$ cat src/hw/rtl/btd_pkg.sv
// shared types, constants and the tangent table for the bearing pipeline
package btd_pkg;

    localparam int COORD_BITS    = 12;
    localparam int TAN_FRAC_BITS = 26;
    localparam int TAN_INT_BITS  = 6;
    localparam int TAN_BITS      = TAN_INT_BITS + TAN_FRAC_BITS;
    localparam int TAN_ENTRIES   = 90;
    localparam int MAX_DEG       = TAN_ENTRIES - 1;
    localparam int T_BITS        = $clog2(TAN_ENTRIES);
    localparam int PROD_BITS     = TAN_BITS + COORD_BITS;
    localparam int BEARING_BITS  = 9;

    localparam logic [BEARING_BITS-1:0] DEG_NORTH = BEARING_BITS'(0);
    localparam logic [BEARING_BITS-1:0] DEG_WEST  = BEARING_BITS'(90);
    localparam logic [BEARING_BITS-1:0] DEG_SOUTH = BEARING_BITS'(180);
    localparam logic [BEARING_BITS-1:0] DEG_EAST  = BEARING_BITS'(270);

    typedef logic [TAN_BITS-1:0] tan_tab_t [TAN_ENTRIES];

    typedef struct packed {
        logic [COORD_BITS-1:0] ax;
        logic [COORD_BITS-1:0] ay;
        logic                  dx_neg;
        logic                  dy_neg;
        logic                  dx_zero;
        logic                  dy_zero;
        logic [T_BITS-1:0]     t;
    } btd_item_t;

    // (a*b) >> 60, q60 operands
    function automatic logic [63:0] qmul(input logic [63:0] a, input logic [63:0] b);
        logic [127:0] p;
        p = {64'd0, a} * {64'd0, b};
        return p[123:60];
    endfunction

    function automatic logic [63:0] udiv64(input logic [63:0] num, input logic [63:0] den);
        logic [64:0] rem;
        logic [63:0] q;
        rem = '0;
        q   = '0;
        for (int i = 63; i >= 0; i--)
        begin
            rem = {rem[63:0], num[i]};
            if (rem >= {1'b0, den})
            begin
                rem  = rem - {1'b0, den};
                q[i] = 1'b1;
            end
        end
        return q;
    endfunction

    function automatic logic [63:0] qdiv_round(input logic [63:0] num, input logic [63:0] den);
        logic [63:0] ip;
        logic [63:0] rem;
        logic [63:0] q;
        ip  = udiv64(num, den);
        rem = num - ip * den;
        q   = '0;
        for (int i = 0; i <= TAN_FRAC_BITS; i++)
        begin
            rem = rem << 1;
            q   = q << 1;
            if (rem >= den)
            begin
                rem  = rem - den;
                q[0] = 1'b1;
            end
        end
        return ((ip << (TAN_FRAC_BITS + 1)) + q + 64'd1) >> 1;
    endfunction

    // tangent of whole degrees, series in q60 then rounded division
    function automatic tan_tab_t build_tan_tab();
        tan_tab_t    tab;
        logic [63:0] d;
        logic [63:0] dd;
        logic [63:0] pf;
        logic [63:0] pi_q;
        logic [63:0] per_deg;
        logic [63:0] x;
        logic [63:0] x2;
        logic [63:0] term;
        logic [63:0] s;
        logic [63:0] c;
        d  = 64'd141592653589793238;
        dd = 64'd1000000000000000000;
        pf = '0;
        for (int i = 0; i < 60; i++)
        begin
            d  = d << 1;
            pf = pf << 1;
            if (d >= dd)
            begin
                d     = d - dd;
                pf[0] = 1'b1;
            end
        end
        pi_q    = (64'd3 << 60) | pf;
        per_deg = pi_q / 64'd180;
        tab[0]  = '0;
        for (int k = 1; k <= 45; k++)
        begin
            x    = per_deg * 64'(k);
            x2   = qmul(x, x);
            term = x;
            s    = term;
            for (int n = 1; n < 30; n++)
            begin
                term = udiv64(qmul(term, x2), 64'((2 * n) * (2 * n + 1)));
                s    = n[0] ? s - term : s + term;
            end
            term = 64'd1 << 60;
            c    = term;
            for (int n = 1; n < 30; n++)
            begin
                term = udiv64(qmul(term, x2), 64'((2 * n - 1) * (2 * n)));
                c    = n[0] ? c - term : c + term;
            end
            tab[k] = TAN_BITS'(qdiv_round(s, c));
            if (k < 45)
            begin
                tab[TAN_ENTRIES - k] = TAN_BITS'(qdiv_round(c, s));
            end
        end
        return tab;
    endfunction

    localparam tan_tab_t TAN_TAB = build_tan_tab();

endpackage

$ cat src/hw/rtl/btd_cell.sv
// one search cell: settles one bit of the base angle and hands the beat on
module btd_cell
    import btd_pkg::*;
(
    input  logic              clk,
    input  logic              rst_n,
    input  logic [T_BITS-1:0] probe,
    input  logic              in_valid,
    output logic              in_ready,
    input  btd_item_t         in_item,
    output logic              out_valid,
    input  logic              out_ready,
    output btd_item_t         out_item
);

    logic                 valid_reg;
    btd_item_t            item_reg;
    btd_item_t            item_next;
    logic [T_BITS-1:0]    cand;
    logic                 in_range;
    logic [T_BITS-1:0]    idx;
    logic [PROD_BITS-1:0] prod;
    logic [PROD_BITS-1:0] lim;

    assign cand     = in_item.t | probe;
    assign in_range = cand <= T_BITS'(MAX_DEG);
    assign idx      = in_range ? cand : '0;
    assign prod     = PROD_BITS'(TAN_TAB[idx]) * PROD_BITS'(in_item.ax);
    assign lim      = PROD_BITS'(in_item.ay) << TAN_FRAC_BITS;

    always_comb
    begin
        item_next = in_item;
        if (in_range && (prod <= lim))
        begin
            item_next.t = cand;
        end
    end

    assign in_ready  = !valid_reg || out_ready;
    assign out_valid = valid_reg;
    assign out_item  = item_reg;

    always_ff @(posedge clk or negedge rst_n)
    begin
        if (!rst_n)
        begin
            valid_reg <= 1'b0;
        end
        else if (in_ready)
        begin
            valid_reg <= in_valid;
        end
    end

    always_ff @(posedge clk)
    begin
        if (in_ready && in_valid)
        begin
            item_reg <= item_next;
        end
    end

endmodule

$ cat config.mk
export PLATFORM = sky130hd
export DESIGN_NAME = btd_cell
export DESIGN_NICKNAME = d
export VERILOG_FILES = /design/src/hw/rtl/btd_pkg.sv /design/src/hw/rtl/btd_cell.sv
export SDC_FILE = /design/constraint.sdc
export NUM_CORES = 1
export LEC_CHECK = 0
export BUFFER_PORTS_ARGS = -buffer_cell sky130_fd_sc_hd__buf_2
export CAP_MARGIN = 10
export CELL_PAD_IN_SITES_DETAIL_PLACEMENT = 0
export CELL_PAD_IN_SITES_GLOBAL_PLACEMENT = 1
export CORE_ASPECT_RATIO = 0.75
export CORE_MARGIN = 8
export CORE_UTILIZATION = 35
export DETAILED_ROUTE_END_ITERATION = 10
export GPL_TIMING_DRIVEN = 0
export PLACE_DENSITY_LB_ADDON = 0.1
export SLEW_MARGIN = 20
export SYNTH_ARGS = -nofsm -noshare
export SYNTH_HDL_FRONTEND = slang
export SYNTH_SLANG_ARGS = --single-unit
$ cat constraint.sdc
create_clock -name clk -period 4.5 [get_ports clk]
set_clock_uncertainty 0.15 [all_clocks]
set_input_delay 0.9 -clock clk [delete_from_list [all_inputs] [get_ports clk]]
set_output_delay 0.9 -clock clk [all_outputs]
set_load 0.1 [all_outputs]
==> metrics <==
HPWL Detailed 67,800 µm; DR pass1 iterations 6; layout cells sized above 1 20.6%; worst setup path class in2reg; WL met2 34,000 µm; wl on met1 39,500 µm; share of the synthesized area in the top cell type 35.1%; most frequent cells in the layout nand2_1, fa_1, inv_1, and2_1, a21oi_1; fillers 5,042; CTS H-tree depth 2; register area share after synthesis 6.28%; first-pass GRT wire length 125,000 µm; Slew @ Worst Pin 1.20 ns; Netlist cell types 84; slowest cell on the critical path fa_2; Clock Latency Late Sink 0.33 ns; RSZ-0062 raised after global routing true; final net count 2,736; r2r startpoint out_valid; initial antenna violation count 1; CP Capture Type flip-flop; Cells after DPL 2,841; endpoints failing setup 7; CTS root buffer clkbuf_16; number of global-route vias before repair 18.0k; Vias 17.6k; Max-slew headroom 19.6%; Final GP Congestion 1.04; Worst Hold Class in2async; syn nets 2,565; Async SR Flop Fraction 2.78%; Buffers on Ports 82; die area 56,300 µm²; routed vias/inst 5.99; Bufs on Longest Clock Path 2; largest net degree at the start of global routing 36; average size of a mapped cell 8.12 µm²; period utilization 254%; failing checks negative setup slack; Tot GR Track Use 30.2%; Post-Synthesis Cells 2,109; R2R setup slack 2.80 ns; Fmax 0.0876 GHz; initial cell density of the core 35.3%; antenna-violating nets left 0; highest routed layer met5; Site Rows 70; Yosys top cell by area fa_1; crit-path max FO 9; Pins Over Slew Limit 0; TritonCTS sink count 36; Ys Warns 0; Required @ worst endpoint 4.56 ns; grt ovf 0; main flop type after synthesis edfxtp_1; WP data arrival 11.48 ns; final WL 86,500 µm; die width 271 µm; commonest non-fill, non-tap cell in the layout nand2_1; Initial DRC Count 1,985; fin cells 2,931; metal3 WL 10,700 µm; synth top area cells fa_1, ha_1, nand2_1; Seq cells post-synth 36; Core Area 48,500 µm²; RR Endpoint out_item[27]; WL per Instance 29.5 µm; DRC viols 0; final setup margin -6.92 ns; Die Span Y 208 µm; CTS tree yes; Period minus WS final 11.42 ns; Mapped Area 17,100 µm²; # Max-Cap Violations 0; startpoint types input port; status complete, but fails checks; Post-synth EDFFs 35; Reg clk slew, reported paths 0.07 ns; I/O pins 83; Area growth, synth to finish 21.1%; Critical Path Max Stage Delay 0.54 ns; cts bufs inserted 5; FF-to-FF path depth 2; final hold vios 0
[how the worst max path moves through the flow]
stage / startpoint / cells after the start / to
floorplan: in_item[1] / 37 / out_item[0]
global placement: probe[0] / 39 / out_item[1]
detailed placement: probe[0] / 39 / out_item[3]
global route: in_item[2] / 41 / out_item[5]
finish: probe[0] / 43 / out_item[3]
CTS: probe[2] / 41 / out_item[5]
[synthesized netlist by cell type (32+ instances only)]
cell        n
a21o_1     32
a21oi_1   138
and2_1    179
buf_2      50
clkbuf_1   86
edfxtp_1   35
fa_1      300
ha_1      110
inv_1     277
nand2_1   304
nand3_1    45
nor2_1     89
nor3_1     37
o21ai_0    83
[cell type report]
cell class                 count  area [µm²]  share of cell area (%)
multi-input combinational   1645       15400                    74.3
tap                          648         811                    3.91
timing repair buffer         173        1240                    5.96
sequential                    36        1080                    5.19
buffer                       140         983                    4.74
inverter                     279        1070                    5.17
clock inverter                 3        23.8                   0.115
antenna                        2        5.00                  0.0241
clock buffer                   5         125                   0.603
[what timing repair did]
action | in CTS | in global routing
setup endpoints to repair | 7 | 7
hold endpoints to repair | 0 | 0
gates cloned | 2 | 1
hold buffers | 0 | 0
resized for setup | 244 | 97
buffers inserted | 69 | 17
pin swaps | 65 | 40
[metal layers]
layer	track usage (%)	vias to the layer above
met5	0	-
met3	10.6	144
met4	7.10	2
met2	41.1	988
met1	45.0	9074
li1	-	7349
[sequential cells by signal (all words and copies together), names as in the netlist]
register and flops:
out_item 35, out_valid 1
[logic make-up (layout without fill, tap and decap cells)]
group / count (synthesis) / after routing / share of synthesized area (%)
compound gates: 472 / 472 / 18.2
xor+xnor: 30 / 30 / 1.53
fa+ha+maj: 410 / 410 / 43.1
buf+inv: 428 / 600 / 10.1
flops: 36 / 36 / 6.28
mux: 4 / 4 / 0.248
other cells: 0 / 2 / 0
simple gates: 729 / 729 / 20.6
[per-stage QoR]
step / setup WS [ns] / setup TNS (ns) / util, % / instance area, µm² / hold slack, ns
CTS: -6.68 / -46.75 / 41.9 / 20300 / 0.151
global placement: -10.24 / -71.63 / 38.3 / 18600 / 0.350
finish: -6.92 / -48.39 / 42.8 / 20700 / 0.179
global route: -7.00 / -48.93 / 42.7 / 20700 / 0.166
detailed placement: -9.57 / -66.91 / 38.4 / 18600 / 0.375
floorplan: -5.53 / -38.69 / - / 17300 / 0.454
[critical path: cells and delay by family]
family | cells | cell delay, ns
AO/OA/AOI/OAI | 14 | 2.91
XOR/XNOR | 1 | 0.16
buffers and inverters | 11 | 1.73
adder cells (fa/ha/maj) | 8 | 3.19
AND/OR/NAND/NOR | 9 | 2.49
Power is left out: the tool's default activity adds up to more than one toggle a clock period on the data nets, which glitch-free logic cannot reach.
