### src/hw/rtl/btd_pkg.sv
// shared types, constants and the tangent table for the bearing pipeline
package btd_pkg;

    localparam int COORD_BITS    = 12;
    localparam int TAN_FRAC_BITS = 26;
    localparam int TAN_INT_BITS  = 6;
    localparam int TAN_BITS      = TAN_INT_BITS + TAN_FRAC_BITS;
    localparam int TAN_ENTRIES   = 90;
    localparam int MAX_DEG       = TAN_ENTRIES - 1;
    localparam int T_BITS        = $clog2(TAN_ENTRIES);
    localparam int PROD_BITS     = TAN_BITS + COORD_BITS;
    localparam int BEARING_BITS  = 9;

    localparam logic [BEARING_BITS-1:0] DEG_NORTH = BEARING_BITS'(0);
    localparam logic [BEARING_BITS-1:0] DEG_WEST  = BEARING_BITS'(90);
    localparam logic [BEARING_BITS-1:0] DEG_SOUTH = BEARING_BITS'(180);
    localparam logic [BEARING_BITS-1:0] DEG_EAST  = BEARING_BITS'(270);

    typedef logic [TAN_BITS-1:0] tan_tab_t [TAN_ENTRIES];

    typedef struct packed {
        logic [COORD_BITS-1:0] ax;
        logic [COORD_BITS-1:0] ay;
        logic                  dx_neg;
        logic                  dy_neg;
        logic                  dx_zero;
        logic                  dy_zero;
        logic [T_BITS-1:0]     t;
    } btd_item_t;

    // (a*b) >> 60, q60 operands
    function automatic logic [63:0] qmul(input logic [63:0] a, input logic [63:0] b);
        logic [127:0] p;
        p = {64'd0, a} * {64'd0, b};
        return p[123:60];
    endfunction

    function automatic logic [63:0] udiv64(input logic [63:0] num, input logic [63:0] den);
        logic [64:0] rem;
        logic [63:0] q;
        rem = '0;
        q   = '0;
        for (int i = 63; i >= 0; i--)
        begin
            rem = {rem[63:0], num[i]};
            if (rem >= {1'b0, den})
            begin
                rem  = rem - {1'b0, den};
                q[i] = 1'b1;
            end
        end
        return q;
    endfunction

    function automatic logic [63:0] qdiv_round(input logic [63:0] num, input logic [63:0] den);
        logic [63:0] ip;
        logic [63:0] rem;
        logic [63:0] q;
        ip  = udiv64(num, den);
        rem = num - ip * den;
        q   = '0;
        for (int i = 0; i <= TAN_FRAC_BITS; i++)
        begin
            rem = rem << 1;
            q   = q << 1;
            if (rem >= den)
            begin
                rem  = rem - den;
                q[0] = 1'b1;
            end
        end
        return ((ip << (TAN_FRAC_BITS + 1)) + q + 64'd1) >> 1;
    endfunction

    // tangent of whole degrees, series in q60 then rounded division
    function automatic tan_tab_t build_tan_tab();
        tan_tab_t    tab;
        logic [63:0] d;
        logic [63:0] dd;
        logic [63:0] pf;
        logic [63:0] pi_q;
        logic [63:0] per_deg;
        logic [63:0] x;
        logic [63:0] x2;
        logic [63:0] term;
        logic [63:0] s;
        logic [63:0] c;
        d  = 64'd141592653589793238;
        dd = 64'd1000000000000000000;
        pf = '0;
        for (int i = 0; i < 60; i++)
        begin
            d  = d << 1;
            pf = pf << 1;
            if (d >= dd)
            begin
                d     = d - dd;
                pf[0] = 1'b1;
            end
        end
        pi_q    = (64'd3 << 60) | pf;
        per_deg = pi_q / 64'd180;
        tab[0]  = '0;
        for (int k = 1; k <= 45; k++)
        begin
            x    = per_deg * 64'(k);
            x2   = qmul(x, x);
            term = x;
            s    = term;
            for (int n = 1; n < 30; n++)
            begin
                term = udiv64(qmul(term, x2), 64'((2 * n) * (2 * n + 1)));
                s    = n[0] ? s - term : s + term;
            end
            term = 64'd1 << 60;
            c    = term;
            for (int n = 1; n < 30; n++)
            begin
                term = udiv64(qmul(term, x2), 64'((2 * n - 1) * (2 * n)));
                c    = n[0] ? c - term : c + term;
            end
            tab[k] = TAN_BITS'(qdiv_round(s, c));
            if (k < 45)
            begin
                tab[TAN_ENTRIES - k] = TAN_BITS'(qdiv_round(c, s));
            end
        end
        return tab;
    endfunction

    localparam tan_tab_t TAN_TAB = build_tan_tab();

endpackage

### src/hw/rtl/btd_out.sv
// output stage: maps base angle and quadrant to the bearing
module btd_out
    import btd_pkg::*;
(
    input  logic                    clk,
    input  logic                    rst_n,
    input  logic                    in_valid,
    output logic                    in_ready,
    input  btd_item_t               in_item,
    output logic                    out_valid,
    input  logic                    out_ready,
    output logic [BEARING_BITS-1:0] bearing
);

    logic                    valid_reg;
    logic [BEARING_BITS-1:0] bearing_reg;
    logic [BEARING_BITS-1:0] bearing_next;
    logic [BEARING_BITS-1:0] t_ext;

    assign t_ext = BEARING_BITS'(in_item.t);

    always_comb
    begin
        priority if (in_item.dx_zero)
        begin
            bearing_next = in_item.dy_neg ? DEG_SOUTH : DEG_NORTH;
        end
        else if (in_item.dy_zero)
        begin
            bearing_next = in_item.dx_neg ? DEG_WEST : DEG_EAST;
        end
        else if (!in_item.dy_neg)
        begin
            bearing_next = in_item.dx_neg ? DEG_WEST - t_ext : DEG_EAST + t_ext;
        end
        else
        begin
            bearing_next = in_item.dx_neg ? DEG_WEST + t_ext : DEG_EAST - t_ext;
        end
    end

    assign in_ready  = !valid_reg || out_ready;
    assign out_valid = valid_reg;
    assign bearing   = bearing_reg;

    always_ff @(posedge clk or negedge rst_n)
    begin
        if (!rst_n)
        begin
            valid_reg <= 1'b0;
        end
        else if (in_ready)
        begin
            valid_reg <= in_valid;
        end
    end

    always_ff @(posedge clk)
    begin
        if (in_ready && in_valid)
        begin
            bearing_reg <= bearing_next;
        end
    end

endmodule
### config.mk
export PLATFORM = sky130hd
export DESIGN_NAME = btd_out
export DESIGN_NICKNAME = d
export VERILOG_FILES = /design/src/hw/rtl/btd_pkg.sv /design/src/hw/rtl/btd_out.sv
export SDC_FILE = /design/constraint.sdc
export NUM_CORES = 1
export LEC_CHECK = 0
export ABC_AREA = 1
export BUFFER_PORTS_ARGS = -buffer_cell sky130_fd_sc_hd__buf_2
export CORE_ASPECT_RATIO = 0.5
export CORE_UTILIZATION = 30
export DETAILED_ROUTE_END_ITERATION = 16
export HOLD_SLACK_MARGIN = 0.05
export SYNTH_ARGS = -nofsm -noshare
export SYNTH_HDL_FRONTEND = slang
export SYNTH_SLANG_ARGS = --single-unit
### constraint.sdc
create_clock -name clk -period 1.9 [get_ports clk]
set_clock_uncertainty 0.2 [all_clocks]
set_input_delay 0.19 -clock clk [delete_from_list [all_inputs] [get_ports clk]]
set_output_delay 0.19 -clock clk [all_outputs]
set_load 0.05 [all_outputs]
==> results of run 1 <==
[how the worst min path moves through the flow]
stage,depth (start not counted),to,from
floorplan,0,out_valid,rst_n
detailed placement,1,out_valid,rst_n
CTS,2,out_valid,rst_n
global route,2,out_valid,rst_n
finish,2,out_valid,rst_n
global placement,1,out_valid,rst_n
[per-stage QoR]
step                hold WS [ns]  setup slack, ns  cells  instance area [um^2]   util
floorplan                 -0.306            0.171    143                   945      -
global placement          -0.234            0.121    202                  1090  0.394
detailed placement        -0.230           0.0952    202                  1090  0.394
CTS                       0.0519            0.333    209                  1180  0.424
global route              0.0754            0.226    209                  1180  0.424
finish                    0.0588            0.308    209                  1180  0.424
[timing repair]
action,in CTS,in global routing
hold buffers,3,0
endpoints found under the hold margin,2,0
setup endpoints to repair,0,0
resized for setup,0,0
[worst max-delay path, delay by kind of cell]
family                     cells  cell delay [ns]
and+or+nand+nor                7             0.53
AOI/OAI and AO/OA              1             0.18
adders and majority gates      1             0.20
buffers and inverters          2             0.27
[area by class of cell]
cell class              count  area (um^2)
multi-input cells         108          542
flip-flops and latches     10          295
well taps                  37         46.3
fillers                   315         1600
repair buffers             29          163
inverters                  21         78.8
clock buffers               4         55.1
[metal layers]
metal,up-vias,routed length (um),global-route usage
met4,0,17,0.0643
met1,420,1210,0.217
met3,2,119,0.0242
met5,-,0,0
met2,32,946,0.207
li1,527,-,-
[logic make-up after synthesis]
family | count (synthesis) | synth area share
and+or+nand+nor | 83 | 0.372
adders and majority gates | 6 | 0.0795
AOI/OAI and AO/OA | 19 | 0.122
buffers and inverters | 25 | 0.114
DFF | 10 | 0.313
[cell usage after synthesis (2+ instances only)]
cell,instances
a21oi_1,7
a31oi_1,2
buf_2,2
edfxtp_1,9
ha_1,6
inv_1,20
nand2_1,53
nand3_1,20
nor2_1,5
nor3_1,2
o211ai_1,4
o21ai_0,4
[power groups by stage]
stage	Clock (mW)	Sequential, mW	Combinational [mW]
after global placement	0	0.267	0.228
final	0.262	0.264	0.235
after detailed placement	0	0.268	0.230
after floorplan	0	0.318	0.118
after global routing	0.276	0.265	0.262
after CTS	0.269	0.264	0.235
[cell usage in the layout, fill, tap and decap left out, drive strengths merged]
cell,count
a31oi,2
nor2,5
nand4,1
ha,6
buf,26
dlygate4sd3,3
nor3,2
edfxtp,9
clkbuf,4
a21oi,7
inv,21
nand3,20
o211ai,5
o21ai,5
nand2,55
dfrtp,1
==> flow_summary_export.csv, run 1 <==
group,metric,value,unit
drt,avgViaCountPerCell,4.69,
power_and_ir_drop,p_int,0.512,mW
clock_network,cts_tree,"done",
setup_path,critPathRequiredTime,1.68,ns
synthesis,synth_top_area_share,0.286,
cells_and_area,antenna_cells,0,
placed_design,gp_congestion,0.898,
setup_path,r2r_start,"out_valid",
grt,grt_pass1_wl,3.75,mm
setup_path,worst-setup-path-type,"in -> reg",
cells_and_area,syn_to_final_growth,24.9,%
setup_path,r2r-end,"out_valid",
floorplan,die_h,41.7,um
drt,drc_errors,0,
synthesis,synthCells,143,
drt,postRouteAntennaNets,0,
synthesis,synth-edff-count,9,
setup_path,slowest_stage,"ha_1",
synthesis,yosysWarnings,0,
clock_network,cts.sinks,10,
placed_design,portBuffers,25,
clock_network,htree_levels,1,
setup_path,cp-end-kind,"flop",
power_and_ir_drop,pwr-share-comb,0.309,
synthesis,ys_ff_latch,10,
clock_network,clockRootBuffer,"clkbuf_8",
sta,fmaxAchievable,628,MHz
cells_and_area,largest_reg_flops,9,
power_and_ir_drop,clockPowerShare,0.344,
clock_network,clk_pin_slew_worst_paths,0.05,ns
grt,grt_max_degree,16,
drt,route.detailed.wl_per_inst,11.0,um
clock_network,postCtsSetupBuffers,0,
sta,final_max_slew_viol_count,0,
synthesis,ys_top_cells_by_area,"edfxtp_1, nand2_1, nand3_1",
clock_network,clockBufferDepth,2,
power_and_ir_drop,p_per_area,645,nW/um^2
synthesis,yosysSeqAreaShare,0.313,
setup_path,cp.arrival,1.37,ns
setup_path,crit_path_start_kind,"primary input",
power_and_ir_drop,vdd_drop_max,0.306,mV
setup_path,crit_top_cell,"nand2_1",
sta,period_needed,1.59,ns
min_path,hold_path.class,"in -> async",
synthesis,ys_types,21,
sta,finalCritPeriodShare,0.838,
sta,totalNegativeSetupSlack,0,ns
sta,hold_viol_final,0,
grt,track_usage,0.147,
placed_design,dp_hpwl,1.84,mm
drt,dr.first_iter.drc_count,64,
floorplan,die-area,3390,um^2
power_and_ir_drop,power.total,0.761,mW
setup_path,crit_path_end,"bearing[5]",
floorplan,die_w,81.4,um
synthesis,syn_avg_cell_area,6.61,um^2
clock_network,cts_made_buffers,3,
setup_path,r2r_cells,3,
clock_network,clk_latency,0.24,ns
synthesis,netlist_area,945,um^2
grt,antenna_found_initial,0,
power_and_ir_drop,pwr-share-seq,0.347,
setup_path,path_cells,"buf_2 -> inv_1 -> ha_1 -> a21oi_1 -> nand2_1 -> nand2_1 -> nand3_1 -> nand2_1 -> nand2_1 -> nand3_1 -> nand2_1",
setup_path,worstSetupStartpoint,"in_item[2]",
sta,max_slew_margin,0.821,
power_and_ir_drop,p_switching,0.249,mW
sta,setup_viol,0,
cells_and_area,fin_nets,218,
grt,grt_pass1_vias,845,
status,status,"complete, no violations",
synthesis,synth_top_cell_by_area,"edfxtp_1",
floorplan,start_util,0.340,
floorplan,core,2780,um^2
power_and_ir_drop,power_switching_share,0.327,
floorplan,rows,13,
setup_path,slowest_delay,0.20,ns
drt,route.final.wire_length,2.30,mm
synthesis,synth_nets,188,
run,max_cap_violations,0,
sta,tightest_slew,0.266,ns
synthesis,async_reset_ff_frac,0.100,
floorplan,ios,50,
drt,routed-via-count,981,
setup_path,cp_max_fo,7,
power_and_ir_drop,leakage,0.635,nW
cells_and_area,drive_above_1_share,0.198,
synthesis,synth_flop_cell,"edfxtp_1",
sta,rsz0062_at_grt,"no",
drt,drt_pass1_iterations,4,
grt,gr-total-overflow,0,
setup_path,regToRegSetupSlack,0.49,ns
(Power assumes the default switching activity.)
==> run 2: changes to the inputs <==
Settings changed: ABC_AREA 1 to 0.
Clock period 1.9 ns to 1.65 ns, I/O delays scaled along.
==> flow_summary_export.csv, run 2 <==
group,metric,value,unit
floorplan,core,3100,um^2
sta,setup_viol,0,
drt,drt_pass1_iterations,10,
synthesis,ys_types,48,
drt,avgViaCountPerCell,5.17,
clock_network,cts_made_buffers,3,
power_and_ir_drop,p_per_area,646,nW/um^2
synthesis,ys_top_cells_by_area,"edfxtp_1, ha_1, o21ai_0",
run,max_cap_violations,0,
power_and_ir_drop,clockPowerShare,0.319,
setup_path,cp_max_fo,2,
floorplan,ios,50,
synthesis,synthCells,113,
sta,max_slew_margin,0.758,
synthesis,yosysSeqAreaShare,0.293,
setup_path,cp.arrival,1.49,ns
grt,track_usage,0.152,
setup_path,worst-setup-path-type,"in -> reg",
cells_and_area,fin_nets,208,
cells_and_area,largest_reg_flops,9,
synthesis,synth_flop_cell,"edfxtp_1",
setup_path,regToRegSetupSlack,0.26,ns
floorplan,die_w,83.9,um
setup_path,crit_top_cell,"dlygate4sd3_1",
synthesis,synth_top_area_share,0.268,
synthesis,yosys.area_share.simple,0.261,
cells_and_area,final_common_cell,"buf_2",
clock_network,clockRootBuffer,"clkbuf_8",
floorplan,rows,14,
drt,route.detailed.wl_per_inst,12.6,um
synthesis,synth-edff-count,9,
status,status,"complete, but fails checks",
setup_path,path_cells,"dlygate4sd3_1 -> buf_2 -> nand2b_1 -> dlygate4sd3_1",
cells_and_area,syn_to_final_growth,44.1,%
setup_path,slowest_stage,"dlygate4sd3_1",
setup_path,r2r_cells,3,
synthesis,async_reset_ff_frac,0.100,
sta,fmaxAchievable,634,MHz
synthesis,synth-xor-area-share,0.0174,
synthesis,synth_nets,158,
drt,route.final.wire_length,2.55,mm
synthesis,synthAdderAreaFrac,0.0745,
placed_design,dp_cells,193,
floorplan,start_util,0.325,
grt,grt_pass1_vias,964,
grt,antenna_found_initial,0,
synthesis,synth_compound_area_frac,0.239,
sta,totalNegativeSetupSlack,0,ns
cells_and_area,final_cell_mix,"buf_2, buf_4, edfxtp_1",
power_and_ir_drop,vdd_drop_max,0.207,mV
synthesis,syn_avg_cell_area,8.91,um^2
synthesis,netlist_area,1010,um^2
min_path,hold_end,"bearing[8]",
drt,routed-via-count,1044,
setup_path,crit_family,"buffers and inverters",
grt,grt_pass1_wl,4.31,mm
synthesis,yosysWarnings,0,
min_path,hold_path.class,"in -> reg",
drt,dr.first_iter.drc_count,89,
power_and_ir_drop,power_switching_share,0.311,
drt,postRouteAntennaNets,0,
power_and_ir_drop,pwr-share-comb,0.356,
power_and_ir_drop,p_switching,0.292,mW
power_and_ir_drop,pwr-share-seq,0.325,
sta,hold_ws,0.139,ns
clock_network,clk_pin_slew_worst_paths,0.05,ns
setup_path,r2r_start,"out_valid",
setup_path,worst-path-buf-inv,3,
drt,drc_errors,6,
sta,tightest_slew,0.362,ns
power_and_ir_drop,leakage,0.624,nW
floorplan,die_h,43.0,um
synthesis,synthTopCellsByCount,"edfxtp_1, o21ai_0, inv_1",
clock_network,clockBufferDepth,2,
placed_design,gp_congestion,0.870,
min_path,holdPathStages,2,
power_and_ir_drop,p_int,0.645,mW
setup_path,r2r-end,"out_valid",
cells_and_area,drive_above_1_share,0.407,
setup_path,crit_path_start_kind,"primary input",
placed_design,portBuffers,25,
status,failed_checks,"design-rule violations",
sta,finalCritPeriodShare,0.957,
grt,gr-total-overflow,0,
min_path,worstHoldStart,"in_item[8]",
cells_and_area,final_core_util,0.468,
setup_path,slowest_delay,0.54,ns
grt,grt_max_degree,12,
clock_network,htree_levels,1,
synthesis,synth_top_cell_by_area,"edfxtp_1",
clock_network,cts_tree,"done",
sta,final_max_slew_viol_count,0,
clock_network,clk_latency,0.23,ns
sta,period_needed,1.58,ns
synthesis,ys_ff_latch,10,
placed_design,dp_hpwl,2.05,mm
cells_and_area,finalNonFillerCells,202,
setup_path,cp-end-kind,"flop",
floorplan,die-area,3610,um^2
synthesis,muxShareOfSynthArea,0.0422,
sta,hold_viol_final,0,
clock_network,cts.sinks,10,
cells_and_area,antenna_cells,0,
synthesis,synth_top_family_by_area,"simple AND/OR/NAND/NOR gates",
setup_path,critPathRequiredTime,1.56,ns
==> run 2: cell count changes after synthesis, moves of 4 or more <==
cell,previous run,this run
nand2_1,53,6
nand3_1,20,1
inv_1,20,7
nand2b_1,0,5
o21ai_0,4,9
or3_1,0,5
a21oi_1,7,3
==> run 2: timing repair <==
item / in CTS / in global routing
hold buffers: 4 / 0
gates resized for setup: 0 / 8
setup endpoints to repair: 0 / 6
setup buffers: 0 / 1
endpoints found under the hold margin: 2 / 0
==> run 2: power by group through the flow <==
stage	Clock [mW]	Combinational, mW	Sequential [mW]
floorplan	0	0.145	0.370
global placement	0	0.310	0.309
detailed placement	0	0.312	0.309
CTS	0.305	0.321	0.304
global route	0.312	0.362	0.305
finish	0.299	0.333	0.304
==> run 2: final cells by class <==
| class | instances | area, um^2 |
|---|---|---|
| Sequential cell | 10 | 295 |
| Multi-Input combinational cell | 89 | 684 |
| Timing Repair Buffer | 52 | 340 |
| Clock buffer | 4 | 55.1 |
| Inverter | 7 | 26.3 |
| Tap cell | 40 | 50.0 |
| Fill cell | 307 | 1650 |
==> run 2: logic make-up (layout without fill, tap and decap cells) <==
group / count (synthesis) / in the layout
adders and majority gates: 6 / 6
xor gates and xnor gates: 2 / 2
AOI/OAI and AO/OA: 32 / 32
buffers and inverters: 14 / 63
DFF: 10 / 10
muxes: 4 / 4
and+or+nand+nor: 45 / 45
==> run 2: how the worst max path moves through the flow <==
stage	endpoint	start	slack [ns]	cells past startpoint
2_1_floorplan	bearing[4]	in_item[2]	-0.002	5
3_3_place_gp	bearing[6]	in_item[1]	-0.18	6
3_5_place_dp	bearing[6]	in_item[1]	-0.22	6
4_1_cts	bearing[6]	in_item[1]	0.02	6
5_1_grt	bearing[7]	in_item[2]	-0.009	7
6_report	out_valid	in_valid	0.07	4
==> run 2: worst reg2reg max path, cell delays in order, from the launching register on <==
cell and delay [ns]:
dfrtp_1 0.40, nand2b_4 0.08, nand2b_1 0.05, dlygate4sd3_1 0.54
==> run 2: stage by stage <==
stage               setup WS [ns]  total power, mW  area, um^2
CTS                        0.0219            0.931        1420
global placement           -0.184            0.619        1320
global route             -0.00924            0.980        1450
finish                     0.0716            0.937        1450
detailed placement         -0.225            0.621        1320
floorplan                -0.00175            0.515        1030
==> run 2: per-layer routing <==
| metal | GRT usage | wire (um) | vias to the layer above |
|---|---|---|---|
| met4 | 0.0517 | 0 | 0 |
| met3 | 0.0156 | 154 | 0 |
| met5 | 0 | 0 | - |
| met2 | 0.244 | 1110 | 34 |
| met1 | 0.214 | 1290 | 487 |
| li1 | - | - | 523 |
==> run 3: changes to the inputs <==
Settings changed: ABC_AREA 0 to 1.
==> flow_summary_export.csv, run 3 (synthesized netlist as in run 1, its figures left out) <==
group,metric,value,unit
setup_path,slowest_stage,"dlygate4sd3_1",
cells_and_area,final_cell_mix,"nand2_1, buf_2, inv_1, nand3_1, buf_4",
setup_path,critPathRequiredTime,1.56,ns
clock_network,cts_made_buffers,3,
sta,fmaxAchievable,631,MHz
setup_path,crit_top_cell,"dlygate4sd3_1",
power_and_ir_drop,p_per_area,671,nW/um^2
floorplan,core,2780,um^2
grt,gr-total-overflow,0,
sta,finalCritPeriodShare,0.960,
clock_network,clk_pin_slew_worst_paths,0.04,ns
clock_network,clockRootBuffer,"clkbuf_8",
drt,avgViaCountPerCell,4.58,
sta,final_max_slew_viol_count,0,
placed_design,dp_slack,-0.0211,ns
setup_path,worst-setup-path-type,"in -> reg",
floorplan,die_h,41.7,um
floorplan,die-area,3390,um^2
drt,route.detailed.wl_per_inst,10.5,um
status,status,"complete, no violations",
grt,grt_pass1_vias,858,
cells_and_area,drive_above_1_share,0.236,
placed_design,dp_cells,211,
drt,dr.first_iter.drc_count,43,
floorplan,rows,13,
setup_path,cp_max_fo,2,
sta,tightest_slew,0.471,ns
sta,setup_viol,0,
setup_path,cp.arrival,1.49,ns
drt,drc_errors,0,
clock_network,postCtsSetupBuffers,0,
grt,antenna_found_initial,0,
cells_and_area,finalNonFillerCells,219,
run,max_cap_violations,0,
cells_and_area,fill_cells,296,
cells_and_area,final_common_cell,"nand2_1",
drt,routed-via-count,1003,
setup_path,worst-path-buf-inv,4,
setup_path,crit_path_start_kind,"primary input",
power_and_ir_drop,vdd_drop_max,0.391,mV
clock_network,htree_levels,1,
sta,hold_ws,0.0819,ns
setup_path,cp-end-kind,"flop",
cells_and_area,syn_to_final_growth,32.5,%
setup_path,slowest_delay,0.55,ns
placed_design,portBuffers,25,
sta,max_slew_margin,0.686,
drt,drt_pass1_iterations,4,
cells_and_area,fin_nets,228,
placed_design,dp_hpwl,1.90,mm
power_and_ir_drop,leakage,0.676,nW
sta,rsz0062_at_grt,"no",
sta,period_needed,1.58,ns
clock_network,cts.sinks,10,
sta,hold_viol_final,0,
floorplan,die_w,81.4,um
floorplan,start_util,0.340,
grt,grt_max_degree,12,
cells_and_area,largest_reg_flops,9,
clock_network,clk_latency,0.23,ns
clock_network,clockBufferDepth,2,
placed_design,gp_congestion,0.893,
setup_path,path_cells,"dlygate4sd3_1 -> buf_2 -> inv_1 -> nand2_1 -> dlygate4sd3_1",
sta,totalNegativeSetupSlack,0,ns
drt,postRouteAntennaNets,0,
grt,track_usage,0.143,
grt,grt_pass1_wl,3.75,mm
setup_path,crit_family,"buffers and inverters",
cells_and_area,antenna_cells,0,
floorplan,ios,50,
sta,layout_setup_ws,0.0662,ns
clock_network,cts_tree,"done",
drt,route.final.wire_length,2.30,mm
min_path,hold_path.class,"in -> reg",
-- run 3: cell count changes in the layout (fill, tap and decap cells not counted), sizes merged, moves of 3 or more --
cell / previous run / this run
a21oi: 3 / 7
and2: 3 / 0
buf: 47 / 35
inv: 7 / 21
nand2: 6 / 55
nand2b: 5 / 0
nand3: 1 / 20
nor2b: 3 / 0
nor3: 5 / 2
o211ai: 1 / 5
o21ai: 9 / 5
o32ai: 3 / 0
or3: 5 / 0
-- run 3: layout make-up --
cell class | instances | area [um^2] | share of cell area
Timing Repair Buffer | 39 | 240 | 0.192
Clock inverter | 1 | 3.75 | 0.00300
Multi-Input combinational cell | 108 | 546 | 0.436
Inverter | 21 | 78.8 | 0.0630
Sequential cell | 10 | 295 | 0.236
Clock buffer | 3 | 41.3 | 0.0330
Tap cell | 37 | 46.3 | 0.0370
-- run 3: repair_timing --
item,in CTS,in global routing
hold buffers,4,0
hold endpoints to repair,2,0
resized for setup,0,0
-- run 3: power breakdown --
group,internal [mW],switching (mW)
clock,0.162,0.0849
sequential,0.299,0.00454
combinational,0.0962,0.193
total,0.557,0.282
-- run 3: per-stage QoR --
stage                      util  area [um^2]  power, mW
after floorplan               -          948      0.503
after global placement    0.419         1170      0.586
after detailed placement  0.419         1170      0.590
after CTS                 0.450         1250      0.851
after global routing      0.450         1250      0.893
final                     0.450         1250      0.839
-- run 3: worst paths after layout --
| path | start | endpoint | slack [ns] | cells past startpoint |
|---|---|---|---|---|
| max | in_valid | out_valid | 0.07 | 5 |
| min | in_item[8] | bearing[0] | 0.08 | 2 |
| max reg2reg | out_valid | out_valid | 0.24 | 3 |
| min reg2reg | out_valid | bearing[0] | 0.52 | 1 |
| max in group asynchronous | rst_n | out_valid | 0.58 | 3 |
| min in group asynchronous | rst_n | out_valid | 0.57 | 3 |
-- run 3: layer usage --
| layer | track usage | vias up | share of wire |
|---|---|---|---|
| met4 | 0.0750 | 0 | 0.0083 |
| met3 | 0.00659 | 4 | 0.074 |
| met1 | 0.206 | 416 | 0.49 |
| met2 | 0.215 | 38 | 0.42 |
| met5 | 0 | - | 0 |
| li1 | - | 545 | - |
